==> src/hdl/pop3rp_pkg.sv <==
// Shared types, codes and helpers for the mail-retrieval response parser.
`timescale 1ns / 1ps
`default_nettype none

package pop3rp_pkg;

  localparam int SLEN_W         = 10;
  localparam int MAX_STATUS_LEN = 512;
  localparam logic [SLEN_W-1:0] STATUS_LEN_MAX = SLEN_W'(MAX_STATUS_LEN);

  typedef enum logic [1:0] {
    PH_STATUS,
    PH_BODY,
    PH_DRAIN
  } phase_t;

  // result kinds
  localparam logic [2:0] KIND_STATUS = 3'd0;
  localparam logic [2:0] KIND_SIZE   = 3'd1;
  localparam logic [2:0] KIND_IDBYTE = 3'd2;
  localparam logic [2:0] KIND_IDEND  = 3'd3;
  localparam logic [2:0] KIND_MSG    = 3'd4;
  localparam logic [2:0] KIND_ERR    = 3'd5;

  // response modes
  localparam logic [2:0] MODE_STATUS = 3'd0;
  localparam logic [2:0] MODE_COUNT  = 3'd1;
  localparam logic [2:0] MODE_SIZE   = 3'd2;
  localparam logic [2:0] MODE_ID     = 3'd3;
  localparam logic [2:0] MODE_MSG    = 3'd4;

  localparam logic [7:0] CH_PLUS  = 8'h2B;
  localparam logic [7:0] CH_DOT   = 8'h2E;
  localparam logic [7:0] CH_CR    = 8'h0D;
  localparam logic [7:0] CH_LF    = 8'h0A;
  localparam logic [7:0] CH_SPACE = 8'h20;
  localparam logic [7:0] CH_ZERO  = 8'h30;
  localparam logic [7:0] CH_NINE  = 8'h39;

  // largest accumulator value that can still take another digit
  localparam logic [31:0] ACC_LIMIT = 32'd429496729;

  typedef struct packed {
    phase_t              phase;
    logic [SLEN_W-1:0]   status_length;
    logic [31:0]         number_acc;
    logic [1:0]          field_pos;
    logic                cr_seen;
    logic [1:0]          held_bytes;
    logic                pos_status;
    logic                line_start;
    logic                dot_line;
  } parse_st_t;

  localparam parse_st_t ST_RESET = '{
    phase:         PH_STATUS,
    status_length: '0,
    number_acc:    '0,
    field_pos:     '0,
    cr_seen:       1'b0,
    held_bytes:    '0,
    pos_status:    1'b0,
    line_start:    1'b1,
    dot_line:      1'b0
  };

  typedef struct packed {
    logic [2:0]  kind;
    logic [31:0] value;
    logic        status_ok;
    logic        last;
  } result_t;

  function automatic result_t make_res(input logic [2:0] kind, input logic [31:0] value,
                                       input logic ok, input logic last);
    result_t r;
    r.kind      = kind;
    r.value     = value;
    r.status_ok = ok;
    r.last      = last;
    return r;
  endfunction

  function automatic parse_st_t clear_line(input parse_st_t s);
    parse_st_t r;
    r            = s;
    r.number_acc = '0;
    r.field_pos  = '0;
    r.cr_seen    = 1'b0;
    r.held_bytes = '0;
    r.line_start = 1'b1;
    r.dot_line   = 1'b0;
    return r;
  endfunction

  // {ok, acc*10 + digit}, or {0, acc} on a non-digit or on overflow
  function automatic logic [32:0] add_digit(input logic [31:0] acc, input logic [7:0] c);
    logic [3:0]  d;
    logic        ok;
    logic [31:0] nxt;
    d   = 4'(c - CH_ZERO);
    ok  = (c >= CH_ZERO) && (c <= CH_NINE) &&
          !((acc > ACC_LIMIT) || ((acc == ACC_LIMIT) && (d > 4'd5)));
    nxt = (acc << 3) + (acc << 1) + {28'b0, d};
    return {ok, ok ? nxt : acc};
  endfunction

endpackage

`default_nettype wire

==> src/hdl/pop3_response_parser.sv <==
// Byte-stream parser for mail-retrieval server replies, with a four-entry result queue.
`timescale 1ns / 1ps
`default_nettype none

// Takes one response byte per cycle on the slave stream and reports status, list sizes,
// id bytes/ends, message bytes and protocol errors on the master stream. Each byte is
// parsed by single-pass logic from the parser state register into a four-entry result
// queue, which stores each result as its byte is taken. s_tready is high while the
// queue holds at most one result, so a byte giving one result or none is taken every
// cycle while m_tready is high, even with a result waiting. A byte that gives two or
// three results (a '.' held at a message line start that turns out not to close the
// body, or a byte after a lone CR in an id list line) holds off input until the queue
// drains to one result, one result per cycle while m_tready is high. Writing cfg_data
// sets response_mode (0 status, 1 status with count, 2 size list, 3 id list, 4 message
// body; 5..7 as 0) and returns the parser to waiting for a status line.
module pop3_response_parser (
  input  wire logic        clk,
  input  wire logic        rst,
  input  wire logic        cfg_valid,
  output logic             cfg_ready,
  input  wire logic [2:0]  cfg_data,     // response_mode
  input  wire logic        s_tvalid,
  output logic             s_tready,
  input  wire logic [7:0]  s_tdata,      // [7:0] rx_byte
  output logic             m_tvalid,
  input  wire logic        m_tready,
  output logic [39:0]      m_tdata,      // [31:0] value, [32] status_ok, [39:33] zero
  output logic [2:0]       m_tuser,      // [2:0] kind
  output logic             m_tlast       // last result of the response
);
  import pop3rp_pkg::*;

  logic [2:0]  mode;
  parse_st_t   st, st_next;
  result_t     res [3];
  logic [1:0]  res_n;

  result_t     fifo [4];
  logic [1:0]  wr_ptr, rd_ptr;
  logic [2:0]  count;
  logic        in_accept, out_accept;
  logic [2:0]  push_n;

  assign cfg_ready  = 1'b1;
  assign s_tready   = (count <= 3'd1);
  assign in_accept  = s_tvalid && s_tready;
  assign m_tvalid   = (count != 3'd0);
  assign out_accept = m_tvalid && m_tready;
  assign push_n     = in_accept ? {1'b0, res_n} : 3'd0;

  assign m_tuser = fifo[rd_ptr].kind;
  assign m_tdata = {7'b0, fifo[rd_ptr].status_ok, fifo[rd_ptr].value};
  assign m_tlast = fifo[rd_ptr].last;

  always_comb begin
    parse_st_t   s;
    logic [2:0]  m;
    logic [7:0]  b, c;
    logic [1:0]  n;
    logic        run0, failed, fail_p0, ok, more, saved_cr, stop;
    logic [32:0] dig;
    s        = st;
    b        = s_tdata;
    m        = (mode > MODE_MSG) ? MODE_STATUS : mode;
    n        = '0;
    c        = '0;
    run0     = 1'b0;
    failed   = 1'b0;
    fail_p0  = 1'b0;
    ok       = 1'b1;
    more     = 1'b0;
    saved_cr = 1'b0;
    stop     = 1'b0;
    dig      = '0;
    for (int i = 0; i < 3; i++) begin
      res[i] = '0;
    end

    unique case (s.phase)
      PH_STATUS: begin
        s.status_length = s.status_length + 1'b1;
        if (s.status_length == SLEN_W'(1)) s.pos_status = (b == CH_PLUS);
        if (s.cr_seen && b == CH_LF) begin
          if (m == MODE_COUNT && s.pos_status && s.field_pos == 2'd0) begin
            res[n] = make_res(KIND_ERR, '0, s.pos_status, 1'b1);
            n = n + 2'd1;
            s = ST_RESET;
          end else begin
            more = s.pos_status && (m >= MODE_SIZE);
            res[n] = make_res(KIND_STATUS,
                              (m == MODE_COUNT && s.pos_status) ? s.number_acc : 32'd0,
                              s.pos_status, !more);
            n = n + 2'd1;
            s = ST_RESET;
            if (more) begin
              s.pos_status = 1'b1;
              s.phase      = PH_BODY;
            end
          end
        end else begin
          // a pending CR that was not part of CR LF is an ordinary byte first
          run0      = s.cr_seen;
          s.cr_seen = 1'b0;
          for (int p = 0; p < 2; p++) begin
            if (!failed && ((p == 0) ? run0 : (b != CH_CR))) begin
              c  = (p == 0) ? CH_CR : b;
              ok = 1'b1;
              if (m == MODE_COUNT && s.pos_status) begin
                if (s.field_pos == 2'd0) begin
                  if (c == CH_SPACE) s.field_pos = 2'd1;
                end else if (s.field_pos == 2'd1) begin
                  if (c == CH_SPACE) begin
                    s.field_pos = 2'd2;
                  end else begin
                    dig          = add_digit(s.number_acc, c);
                    ok           = dig[32];
                    s.number_acc = dig[31:0];
                  end
                end
              end
              if (!ok) begin
                failed  = 1'b1;
                fail_p0 = (p == 0);
              end
            end
          end
          if (failed) begin
            res[n] = make_res(KIND_ERR, '0, s.pos_status, 1'b1);
            n = n + 2'd1;
            s = ST_RESET;
            s.phase   = PH_DRAIN;
            s.cr_seen = fail_p0 && (b == CH_CR);
          end else begin
            if (b == CH_CR) s.cr_seen = 1'b1;
            if (s.status_length >= STATUS_LEN_MAX) begin
              saved_cr = s.cr_seen;
              res[n] = make_res(KIND_ERR, '0, s.pos_status, 1'b1);
              n = n + 2'd1;
              s = ST_RESET;
              s.phase   = PH_DRAIN;
              s.cr_seen = saved_cr;
            end
          end
        end
      end

      PH_DRAIN: begin
        if (s.cr_seen && b == CH_LF) s = ST_RESET;
        else s.cr_seen = (b == CH_CR);
      end

      PH_BODY: begin
        if (m == MODE_SIZE || m == MODE_ID) begin
          if (s.cr_seen && b == CH_LF) begin
            if (s.dot_line) begin
              res[n] = make_res(KIND_STATUS, '0, s.pos_status, 1'b1);
              n = n + 2'd1;
              s = ST_RESET;
            end else if (s.field_pos == 2'd0) begin
              res[n] = make_res(KIND_ERR, '0, s.pos_status, 1'b1);
              n = n + 2'd1;
              s = ST_RESET;
            end else begin
              if (m == MODE_SIZE) res[n] = make_res(KIND_SIZE, s.number_acc, s.pos_status, 1'b0);
              else res[n] = make_res(KIND_IDEND, '0, s.pos_status, 1'b0);
              n = n + 2'd1;
              s = clear_line(s);
            end
          end else begin
            run0      = s.cr_seen;
            s.cr_seen = 1'b0;
            for (int p = 0; p < 2; p++) begin
              if (!failed && ((p == 0) ? run0 : (b != CH_CR))) begin
                c  = (p == 0) ? CH_CR : b;
                ok = 1'b1;
                if (s.line_start && c == CH_DOT) begin
                  s.dot_line = 1'b1;
                end else if (s.dot_line) begin
                  ok = 1'b0;
                end else if (s.field_pos == 2'd0) begin
                  if (c == CH_SPACE) s.field_pos = 2'd1;
                end else if (m == MODE_SIZE) begin
                  dig          = add_digit(s.number_acc, c);
                  ok           = dig[32];
                  s.number_acc = dig[31:0];
                end else begin
                  res[n] = make_res(KIND_IDBYTE, {24'b0, c}, s.pos_status, 1'b0);
                  n = n + 2'd1;
                end
                if (!ok) begin
                  failed  = 1'b1;
                  fail_p0 = (p == 0);
                end
              end
            end
            if (failed) begin
              res[n] = make_res(KIND_ERR, '0, s.pos_status, 1'b1);
              n = n + 2'd1;
              s = ST_RESET;
              s.phase   = PH_DRAIN;
              s.cr_seen = fail_p0 && (b == CH_CR);
            end else begin
              if (b == CH_CR) s.cr_seen = 1'b1;
              s.line_start = 1'b0;
            end
          end
        end else if (m == MODE_MSG) begin
          // '.' at line start is held until CR LF (end of body) or anything else
          if (s.held_bytes == 2'd1) begin
            if (b == CH_CR) begin
              s.held_bytes = 2'd2;
              stop = 1'b1;
            end else begin
              res[n] = make_res(KIND_MSG, {24'b0, CH_DOT}, s.pos_status, 1'b0);
              n = n + 2'd1;
              s.held_bytes = '0;
              s.dot_line   = 1'b0;
            end
          end else if (s.held_bytes == 2'd2) begin
            if (b == CH_LF) begin
              res[n] = make_res(KIND_STATUS, '0, s.pos_status, 1'b1);
              n = n + 2'd1;
              s = ST_RESET;
              stop = 1'b1;
            end else begin
              res[n] = make_res(KIND_MSG, {24'b0, CH_DOT}, s.pos_status, 1'b0);
              n = n + 2'd1;
              res[n] = make_res(KIND_MSG, {24'b0, CH_CR}, s.pos_status, 1'b0);
              n = n + 2'd1;
              s.held_bytes = '0;
              s.dot_line   = 1'b0;
              s.cr_seen    = 1'b0;
            end
          end else if (s.line_start && b == CH_DOT) begin
            s.held_bytes = 2'd1;
            s.dot_line   = 1'b1;
            s.line_start = 1'b0;
            stop = 1'b1;
          end
          if (!stop) begin
            res[n] = make_res(KIND_MSG, {24'b0, b}, s.pos_status, 1'b0);
            n = n + 2'd1;
            if (s.cr_seen && b == CH_LF) begin
              s.cr_seen    = 1'b0;
              s.line_start = 1'b1;
            end else begin
              s.cr_seen    = (b == CH_CR);
              s.line_start = 1'b0;
            end
          end
        end else begin
          s = ST_RESET;
        end
      end

      default: begin
        s = ST_RESET;
      end
    endcase

    st_next = s;
    res_n   = n;
  end

  always_ff @(posedge clk) begin
    if (rst) begin
      mode   <= MODE_STATUS;
      st     <= ST_RESET;
      count  <= '0;
      wr_ptr <= '0;
      rd_ptr <= '0;
    end else begin
      if (cfg_valid) begin
        mode <= cfg_data;
        st   <= ST_RESET;
      end else if (in_accept) begin
        st <= st_next;
      end
      wr_ptr <= wr_ptr + push_n[1:0];
      if (out_accept) rd_ptr <= rd_ptr + 2'd1;
      count <= count + push_n - {2'b0, out_accept};
    end
  end

  // result queue storage
  always_ff @(posedge clk) begin
    for (int i = 0; i < 3; i++) begin
      if (in_accept && (2'(i) < res_n)) fifo[wr_ptr + 2'(i)] <= res[i];
    end
  end

  a_count_bound: assert property (@(posedge clk) disable iff (rst)
    count <= 3'd4)
    else $error("result queue overfilled");

  a_push_visible: assert property (@(posedge clk) disable iff (rst)
    (in_accept && res_n != 2'd0) |=> m_tvalid)
    else $error("pushed result not presented");

  a_held_in_msg: assert property (@(posedge clk) disable iff (rst)
    (st.held_bytes != 2'd0) |-> (st.phase == PH_BODY && mode == MODE_MSG))
    else $error("held dot outside message body");

  a_status_len: assert property (@(posedge clk) disable iff (rst)
    (st.phase == PH_STATUS) |-> (st.status_length < STATUS_LEN_MAX))
    else $error("status length passed its limit");

endmodule

`default_nettype wire

==> config.mk <==
export PLATFORM = sky130hd
export DESIGN_NAME = pop3_response_parser
export DESIGN_NICKNAME = d
export VERILOG_FILES = /design/src/hdl/pop3rp_pkg.sv /design/src/hdl/pop3_response_parser.sv
export SDC_FILE = /design/constraint.sdc
export NUM_CORES = 1
export LEC_CHECK = 0
export BUFFER_PORTS_ARGS = -buffer_cell sky130_fd_sc_hd__buf_2
export CAP_MARGIN = 20
export CORE_MARGIN = 5
export CORE_UTILIZATION = 45
export DETAILED_ROUTE_END_ITERATION = 10
export GPL_TIMING_DRIVEN = 0
export PLACE_DENSITY = 0.68
export SLEW_MARGIN = 30
export SYNTH_ARGS = -nofsm -noshare
export SYNTH_HDL_FRONTEND = slang
export SYNTH_SLANG_ARGS = --single-unit
==> constraint.sdc <==
create_clock -name clk -period 10.7 [get_ports clk]
set_clock_uncertainty 0.1 [all_clocks]
set_input_delay 2.14 -clock clk [delete_from_list [all_inputs] [get_ports clk]]
set_output_delay 2.14 -clock clk [all_outputs]
set_load 0.005 [all_outputs]
==> impl_results.md, run 1 <==
* Drc violations at 0
* Cts hold-fix bufs at 0
* Crit Path Class: in2reg
* Sequential-to-total area share from yosys stat at 43.50%
* DIE WIDTH at 181.0 um
* Root Buffer: clkbuf_16
* Worst Hold Class: reg2reg
* # port buffers at 53
* Post-synthesis cell count at 1303
* Core area at 0.02878 mm^2
* Worst setup SP type: primary input
* GRT Resource Usage Total at 20.95%
* WL final at 34830 um
* Vias per cell at 5.783
* Peak VDD IR at 97.24 uV
* Worst path bufs/invs at 6
* Yosys cell types at 83
* Initial core utilization at 45.73%
* Total number of yosys warnings at 0
* Yosys reg bits at 212
* H-tree depth at 1
* Mapped Area at 0.01316 mm^2
* Inst Count DP at 1764
* Tot Pwr at 1.930 mW
* Final net count at 1495
* Critical-path cell list: buf_2 > or3b_2 > a211oi_2 > nor2_1 > nor3_1 > ha_1 > o21ai_1 > mux2_2 > buf_4 > o31ai_1 > a2111oi_2 > buf_2 > buf_2 > buf_2 > buf_2
* Worst skew pair latency at 0.53 ns
* Commonest cells in the netlist: edfxtp_1, nand2_1, nor2_1
* Area contributors post-synth: edfxtp_1, dfxtp_1, ha_1
* Vias at 10439
* Final ANT Viol Nets at 0
* Die height at 181.0 um
* Critical Path Slowest Stage Cell: or3b_2
* Vias in the first global route at 10216
* Final non-filler cell total at 1805
* Post-synth top area share at 33.77%
* Main synth FF type: edfxtp_1
* Die area at 0.03277 mm^2
* Clk slew on worst S/H paths at 0.06 ns
* Tightest Pin Transition at 0.8880 ns
* Rows at 62
* Detailed placement HPWL at 26380 um
* Final Instance Area at 0.01487 mm^2
* Final hold vios at 0
* Worst path required time at 10.83 ns
* Power per cell area at 129.8 mW/mm^2
* Final setup fails at 0
* Max-slew violations at 0
* Slew margin rel. at 40.25%
* CTS tree: built
* Area after DPL at 0.01415 mm^2
* DR pass1 iterations at 6
* First DRT Iteration DRCs at 997
* Number of setup buffers added after CTS at 0
* CTS resizes at 0
* Hold Slack at 0.3864 ns
* Largest net degree at the start of global routing at 19
* Top delay family on crit path: buffers and inverters
* Total CTS buffers at 23
* I/O Pins at 63
* Max-Cap Viols at 0
* CP Max Fanout at 10
* Layout cell share with drive strength beyond 1 at 15.13%
* Mapped Avg Cell Area at 10.10 um^2
* CTS Sinks at 212
* Most frequent cell after synthesis: edfxtp_1
* Number of antenna violations at the first check in global routing at 2
* Overflow after GRT at 0
* WP data arrival at 6.20 ns
* Achievable frequency at 164.7 MHz
* P&R area growth vs syn at 12.98%
* Number of synthesized flops with an enable pin at 148
* N_diodes at 0
* RSZ-0062 raised after global routing: no
* Status: complete, no violations
* Gp weighted congestion at 0.9051
* Area leader, netlist: edfxtp_1
* Max clock buf depth at 3
* Crit. End Element: flip-flop
* Minimum clock period at 6.072 ns
* Ys async rst share at 0%
* Highest cell delay on the worst timing path at 0.55 ns
* Period utilisation layout at 56.75%
* Most common cell on crit path: buf_2
* First-pass GRT wire length at 56240 um
* Routed len/inst at 19.30 um
* Leak at 5.414 nW
[cell type report]
class                           count  area (um^2)
Buffer                             67        331.6
Clock buffer                       28        614.3
Clock inverter                     13        100.1
Fill cell                        2585        13910
Inverter                           33        123.9
Multi-Input combinational cell    997         7042
Sequential cell                   212         5725
Tap cell                          384        480.5
Timing Repair Buffer               71        451.7
[path summary, 6_finish.rpt]
| kind | start | end | slack [ns] | cells past startpoint |
|---|---|---|---|---|
| setup / recovery | s_tdata[0] | fifo[2][23] | 4.63 | 15 |
| setup reg to reg | mode[1] | fifo[2][23] | 5.80 | 17 |
| hold / removal | st[4] | st[4] | 0.39 | 2 |
| hold reg to reg | st[4] | st[4] | 0.39 | 2 |
[cells in the final DEF (no fill, tap or decap), drive strengths merged, types with 16 or more instances in the layout]
master / Yosys / layout
edfxtp: 148 / 148
nand2: 120 / 120
nor2: 109 / 109
buf: 35 / 104
and2: 100 / 100
o21ai: 92 / 92
a21oi: 80 / 80
ha: 71 / 71
dfxtp: 64 / 64
clkbuf: 32 / 62
nand3: 46 / 46
mux4: 37 / 37
inv: 33 / 34
mux2i: 30 / 30
xnor2: 27 / 27
nor3: 22 / 22
o211ai: 18 / 18
nand2b: 18 / 18
nor4: 17 / 17
or3: 16 / 16
[logic make-up (layout without fill, tap and decap cells)]
kind of cell | count (synthesis) | count (layout) | synth area share (%)
buf+inv | 100 | 212 | 3.432
compound gates | 294 | 294 | 14.10
other cells | 2 | 8 | 0.05706
xor+xnor | 37 | 37 | 2.462
flops | 212 | 212 | 43.50
fa+ha+maj | 75 | 75 | 7.282
simple gates | 513 | 513 | 20.27
mux | 70 | 70 | 8.898
[where the power goes]
group	total, mW	switching, mW	internal [mW]	leakage, nW
clock network	0.761	0.327	0.433	0.352
registers	0.885	0.00716	0.878	1.72
logic	0.285	0.155	0.129	3.34
[state kept, by name, indices dropped and copies added (netlist names), named ones only]
name and flops:
wr_ptr 2, mode 3, rd_ptr 2, fifo 148
st 52, count 3
[metal layers]
layer	vias to the layer above	part of all wire, %	global-route usage, %
met5	-	0.069	0
met4	4	2.7	5.974
met3	66	7.3	2.896
met2	405	46	34.03
met1	4938	44	29.56
li1	5026	-	-
[metrics by stage]
stage               utilization [%]  setup TNS [ns]  setup WS (ns)
floorplan                         -               0          1.677
global placement              48.40          -70.17         -1.900
detailed placement            49.15               0          4.181
CTS                           51.63               0          4.718
global route                  51.67               0          4.323
finish                        51.67               0          4.628
[worst reg2reg max path, stage by stage, from the launching register on]
cell and delay [ns]:
dfxtp_1 0.43, nor3b_1 0.58, nor2_1 0.20, nand2_1 0.20
inv_1 0.06, ha_1 0.27, nor2_1 0.04, nor3_1 0.37
ha_1 0.31, o21ai_1 0.21, mux2_2 0.23, buf_4 0.17
o31ai_1 0.12, a2111oi_2 0.46, buf_2 0.28, buf_2 0.18
buf_2 0.20, buf_2 0.21
Note: power is estimated with default switching activity, not from simulation.
==> inputs of run 2 (changes only) <==
PLACE_DENSITY = 0.71   (was 0.68)
clock period = 5.4 ns   (was 10.7 ns; I/O delays follow)
==> run 2 against run 1 <==
  * Global-route usage is 0.84 points higher
  * Worst hold slack worse by 0.0072 ns
  * Die area stayed put
  * Non-clock buffer count is 6 lower
  * First-iteration DRC count is 22% higher
  * Design area is 0.91% higher
  * Final cell count is 0.28% lower
  * Largest power group is now the clock network
==> impl_results.md, run 2 (synthesis gave the netlist of run 1 again) <==
* Worst setup SP type: primary input
* Area after DPL at 0.01414 mm^2
* P&R area growth vs syn at 14.00%
* RSZ-0062 raised after global routing: no
* Worst path bufs/invs at 5
* Vias in the first global route at 10436
* Core area at 0.02878 mm^2
* Pre-CTS setup slack at -0.1379 ns
* Largest net degree at the start of global routing at 21
* Final ANT Viol Nets at 0
* Setup TNS at 0 ns
* First DRT Iteration DRCs at 1213
* Vias per cell at 5.979
* Fin util at 52.13%
* Number of setup buffers added after CTS at 0
* Worst Reg-to-Reg Cells at 16
* Most common cell on crit path: buf_4
* H-tree depth at 1
* Worst Slack Setup Final at 0.3619 ns
* # port buffers at 53
* Inst Count DP at 1758
* GRT Resource Usage Total at 21.79%
* Critical-path cell list: buf_2 > or3b_2 > a211oi_2 > nor2_1 > nor3_1 > ha_1 > o21ai_1 > mux2_2 > buf_4 > o31ai_1 > a2111oi_4 > buf_4 > buf_6 > buf_4
* Die area at 0.03277 mm^2
* Max-slew violations at 0
* Max clock buf depth at 3
* Max-Cap Viols at 0
* Final hold vios at 0
* Initial core utilization at 45.73%
* Cts hold-fix bufs at 0
* Slew margin rel. at 37.61%
* Minimum clock period at 5.038 ns
* Top delay family on crit path: compound AO/OA/AOI/OAI gates
* Root Buffer: clkbuf_16
* Vias at 10762
* Achievable frequency at 198.5 MHz
* Reg area at 0.005725 mm^2
* Worst Hold Class: reg2reg
* WP data arrival at 5.17 ns
* Hold Path Depth at 2
* Critical Path Slowest Stage Cell: a2111oi_4
* CTS tree: built
* Area occupied by multi-input gates at 0.007054 mm^2
* Rows at 62
* Stages on worst setup path at 14
* Biggest register: fifo
* Status: complete, no violations
* Worst path required time at 5.54 ns
* Final non-filler cell total at 1800
* Final Instance Area at 0.01500 mm^2
* Final setup fails at 0
* Tot Pwr at 4.118 mW
* DIE WIDTH at 181.0 um
* Highest cell delay on the worst timing path at 0.63 ns
* Total CTS buffers at 23
* Power per cell area at 274.5 mW/mm^2
* Overflow after GRT at 0
* Most frequent cells in the layout: edfxtp_1, nand2_1, nor2_1, and2_1, a21oi_1
* Final net count at 1489
* Fillers at 2529
* I/O Pins at 63
* WL final at 36570 um
* Routed len/inst at 20.32 um
* Hold Slack at 0.3792 ns
* Peak VDD IR at 200.3 uV
* Detailed placement HPWL at 26990 um
* CTS Sinks at 212
* DR pass1 iterations at 6
* Leak at 5.431 nW
* First-pass GRT wire length at 57970 um
* CP Max Fanout at 10
* Layout cell share with drive strength beyond 1 at 15.25%
* Period utilisation layout at 93.30%
* N_diodes at 0
* Most common cell after layout, fill and taps aside: edfxtp_1
* Crit. End Element: flip-flop
* Worst skew pair latency at 0.53 ns
* Clk slew on worst S/H paths at 0.06 ns
* Gp weighted congestion at 0.9780
* Crit Path Class: in2reg
* Max FFs per register at 148
* CTS resizes at 0
* Tightest Pin Transition at 0.9272 ns
* Die height at 181.0 um
* Top flop regs: fifo (148), st (52)
* Number of antenna violations at the first check in global routing at 2
* Drc violations at 0
run 2: changes by cell type in the layout (fill, tap and decap cells not counted), sizes merged:
| cell | before | now |
|---|---|---|
| clkinv | 11 | 3 |
| bufinv | 1 | 5 |
| clkinvlp | 0 | 2 |
| inv | 34 | 35 |
| buf | 104 | 99 |
| clkbuf | 62 | 63 |
run 2: per-layer routing:
metal,GRT usage [%],part of all wire (%),vias up
met5,0,0.068,-
met2,35.14,46,464
met4,6.394,3.1,4
met1,30.96,43,5192
li1,-,-,5016
met3,2.896,7.8,86
run 2: area by class of cell:
class / count / share of cell area (%)
buffer: 67 / 2.210
multi-input combinational: 997 / 47.01
clock inverter: 12 / 1.401
sequential: 212 / 38.16
inverter: 33 / 0.8256
tap: 384 / 3.202
timing repair buffer: 65 / 2.835
clock buffer: 30 / 4.353
run 2: final timing paths:
path                                     to  slack (ns)        from
worst max-delay path            fifo[2][19]        0.36  s_tdata[0]
worst min register to register        st[3]        0.38       st[3]
worst min-delay path                  st[3]        0.38       st[3]
worst max register to register  fifo[2][19]        0.39     mode[1]
run 2: power by group:
part | internal [mW] | switching [mW] | leakage [nW] | total [mW]
Combinational | 0.255 | 0.321 | 3.30 | 0.576
Clock | 1.10 | 0.687 | 0.418 | 1.79
Sequential | 1.74 | 0.0139 | 1.72 | 1.75
run 2: worst reg2reg max path: cells and delay by family (launching register included):
family,cells,cell delay (ns)
simple gates,5,1.45
compound gates,3,1.00
buf+inv,5,0.93
fa+ha+maj,2,0.59
flops,1,0.42
mux,1,0.22
==> inputs of run 3 (changes only) <==
ABC_AREA = 1   (was default)
==> run 3 against run 2 <==
  * Register-to-register slack improved by 0.56 ns
  * Final cell count increased by 48%
  * Critical endpoint is now fifo[2][10]
  * Clock power decreased by 13%
  * First-iteration DRC count increased by 39%
  * Worst setup slack improved by 0.57 ns
  * Synthesized cell count increased by 62%
  * Sequential share of layout area decreased by 4.2 points
  * Total power about the same
  * Sequential cell count unchanged
  * Critical path depth increased by 4
==> impl_results.md, run 3 <==
* Number of setup buffers added after CTS at 0
* N_diodes at 0
* Max-Cap Viols at 0
* Gate power share at 19.6%
* Top flop regs: fifo (148), st (52)
* Worst path bufs/invs at 6
* Net Sw Frac at 30.22%
* Largest net degree at the start of global routing at 38
* RR Endpoint: fifo[2][10]
* DR pass1 iterations at 7
* Crit Path Class: in2reg
* Pre-CTS setup slack at 0.4748 ns
* Layout cell share with drive strength beyond 1 at 9.715%
* Overflow after GRT at 0
* Number of synthesized flops with an enable pin at 148
* Vias in the first global route at 14561
* Final setup fails at 0
* H-tree depth at 1
* Top delay family on crit path: simple AND/OR/NAND/NOR gates
* Commonest cells in the netlist: nand2_1, nor2_1, inv_1
* Mapped Area at 0.01518 mm^2
* # port buffers at 54
* Post-synth top area share at 29.29%
* Area leader, netlist: edfxtp_1
* Critical Path Slowest Stage Cell: nand3_4
* Most common cell after layout, fill and taps aside: nand2_1
* Highest cell delay on the worst timing path at 0.52 ns
* Biggest register: fifo
* Total CTS buffers at 24
* Vias at 15117
* Die height at 193.6 um
* Yosys reg bits at 212
* Core area at 0.03345 mm^2
* Max-slew violations at 0
* CTS tree: built
* GRT Resource Usage Total at 26.27%
* Worst Hold Class: reg2reg
* Leak at 7.221 nW
* Worst Reg-to-Reg Cells at 18
* Drc violations at 0
* Mapped Avg Cell Area at 7.192 um^2
* Max clock buf depth at 3
* Crit. End Element: flip-flop
* R2R setup slack at 0.95 ns
* Vias per cell at 5.681
* Critical-path cell list: buf_2 > inv_1 > nand3_2 > inv_1 > nand3_2 > nand2_2 > a21oi_4 > nand2_2 > nor2_2 > inv_1 > ha_1 > inv_1 > nand4_1 > nand3_2 > nand4_1 > inv_1 > nand2_1 > nand3_4
* Post-synthesis cell count at 2110
* Ys async rst share at 0%
* Area after DPL at 0.01612 mm^2
* Yosys cell types at 56
* Sequential power share at 42.7%
* CTS Sinks at 212
* Slew margin rel. at 41.35%
* Routed len/inst at 19.27 um
* RR Startpoint: st[7]
* Hold Path Depth at 2
* Die area at 0.03750 mm^2
* Rows at 67
* CTS resizes at 0
* Final Instance Area at 0.01685 mm^2
* Worst setup SP type: primary input
* Main synth FF type: edfxtp_1
* Most frequent cell after synthesis: nand2_1
* Minimum clock period at 4.470 ns
* Internal power at 2.873 mW
* Final ANT Viol Nets at 0
* Fillers at 3259
* Most common cell on crit path: inv_1
* Root Buffer: clkbuf_16
* WL final at 51270 um
* Tot Pwr at 4.116 mW
* First DRT Iteration DRCs at 1690
* Total number of yosys warnings at 0
* Power per cell area at 244.2 mW/mm^2
* Reg area at 0.005725 mm^2
* WP data arrival at 4.52 ns
* Detailed placement HPWL at 38900 um
* Fin util at 50.39%
* Area contributors post-synth: edfxtp_1, nand2_1, dfxtp_1
* Peak VDD IR at 224.0 uV
* Achievable frequency at 223.7 MHz
* Psw at 1.244 mW
* Clock share of power at 37.7%
* Tightest Pin Transition at 0.8798 ns
* First-pass GRT wire length at 80360 um
* Number of antenna violations at the first check in global routing at 0
* DIE WIDTH at 193.6 um
* RSZ-0062 raised after global routing: no
* Most frequent cells in the layout: nand2_1, nor2_1, inv_1, nand3_1, o21ai_0
* Sequential-to-total area share from yosys stat at 37.73%
* CP Max Fanout at 37
* Worst skew pair latency at 0.53 ns
* Cts hold-fix bufs at 0
* Hold path start: rd_ptr[1]
* Final hold vios at 0
* Max FFs per register at 148
* Period utilisation layout at 82.78%
* Clk slew on worst S/H paths at 0.06 ns
* Area occupied by multi-input gates at 0.008242 mm^2
* Worst path required time at 5.45 ns
* Gp weighted congestion at 1.002
* Worst Slack Setup Final at 0.9299 ns
* P&R area growth vs syn at 11.06%
* Status: complete, no violations
* Crit path launch: s_tdata[5]
* Initial core utilization at 45.37%
* I/O Pins at 63
* Final net count at 2288
## run 3: area by class of cell
| cell class | count | share of cell area (%) |
|---|---|---|
| Multi-Input combinational cell | 1595 | 48.90 |
| Sequential cell | 212 | 33.97 |
| Inverter | 215 | 4.796 |
| Clock buffer | 26 | 3.608 |
| Tap cell | 448 | 3.326 |
| Buffer | 94 | 2.806 |
| Timing Repair Buffer | 56 | 1.841 |
| Clock inverter | 15 | 0.7498 |
## run 3: tightest hold or removal path: cells and delay by family, from the launching register on
kind / cells / cell delay, ns
AO/OA/AOI/OAI: 1 / 0.07
flip-flops: 1 / 0.30
buffers and inverters: 1 / 0.05
## run 3: worst max path at each step
| stage | end | slack, ns | cells past startpoint |
|---|---|---|---|
| finish | fifo[2][10] | 0.93 | 18 |
| global route | fifo[2][25] | 0.65 | 18 |
| CTS | fifo[2][25] | 1.0 | 18 |
| detailed placement | fifo[2][13] | 0.47 | 18 |
| global placement | fifo[3][24] | -1.00 | 19 |
| floorplan | fifo[3][0] | 0.85 | 18 |
## run 3: layer usage
layer	up-vias	track usage, %	wire [um]
met5	-	0	0
met2	719	42.67	23280
met4	0	10.18	2069
met1	7016	35.94	21780
li1	7265	-	-
met3	117	3.336	4139
## run 3: power groups by stage
stage	sequential (mW)	clock (mW)	combinational (mW)
final	1.76	1.55	0.808
after global routing	1.76	1.63	0.881
after floorplan	1.78	0	0.462
after CTS	1.76	1.57	0.803
after detailed placement	1.79	0	0.796
after global placement	1.79	0	0.783
## run 3: cell families (layout without fill, tap and decap cells)
kind of cell	count (synthesis)	after routing	synth area share (%)
AO/OA/AOI/OAI	359	359	13.30
XOR/XNOR	25	25	1.443
adder cells (fa/ha/maj)	74	74	6.249
buffers and inverters	309	406	8.443
flip-flops	212	212	37.73
other	2	8	0.04949
AND/OR/NAND/NOR	1129	1129	32.79
## run 3: stage by stage
| step | hold WS (ns) | std cells | TNS, ns |
|---|---|---|---|
| finish | 0.3637 | 2661 | 0 |
| floorplan | 0.3356 | 2116 | 0 |
| detailed placement | 0.3578 | 2620 | 0 |
| global placement | 0.3521 | 2618 | -133.79 |
| CTS | 0.3693 | 2661 | 0 |
| global route | 0.3961 | 2661 | 0 |
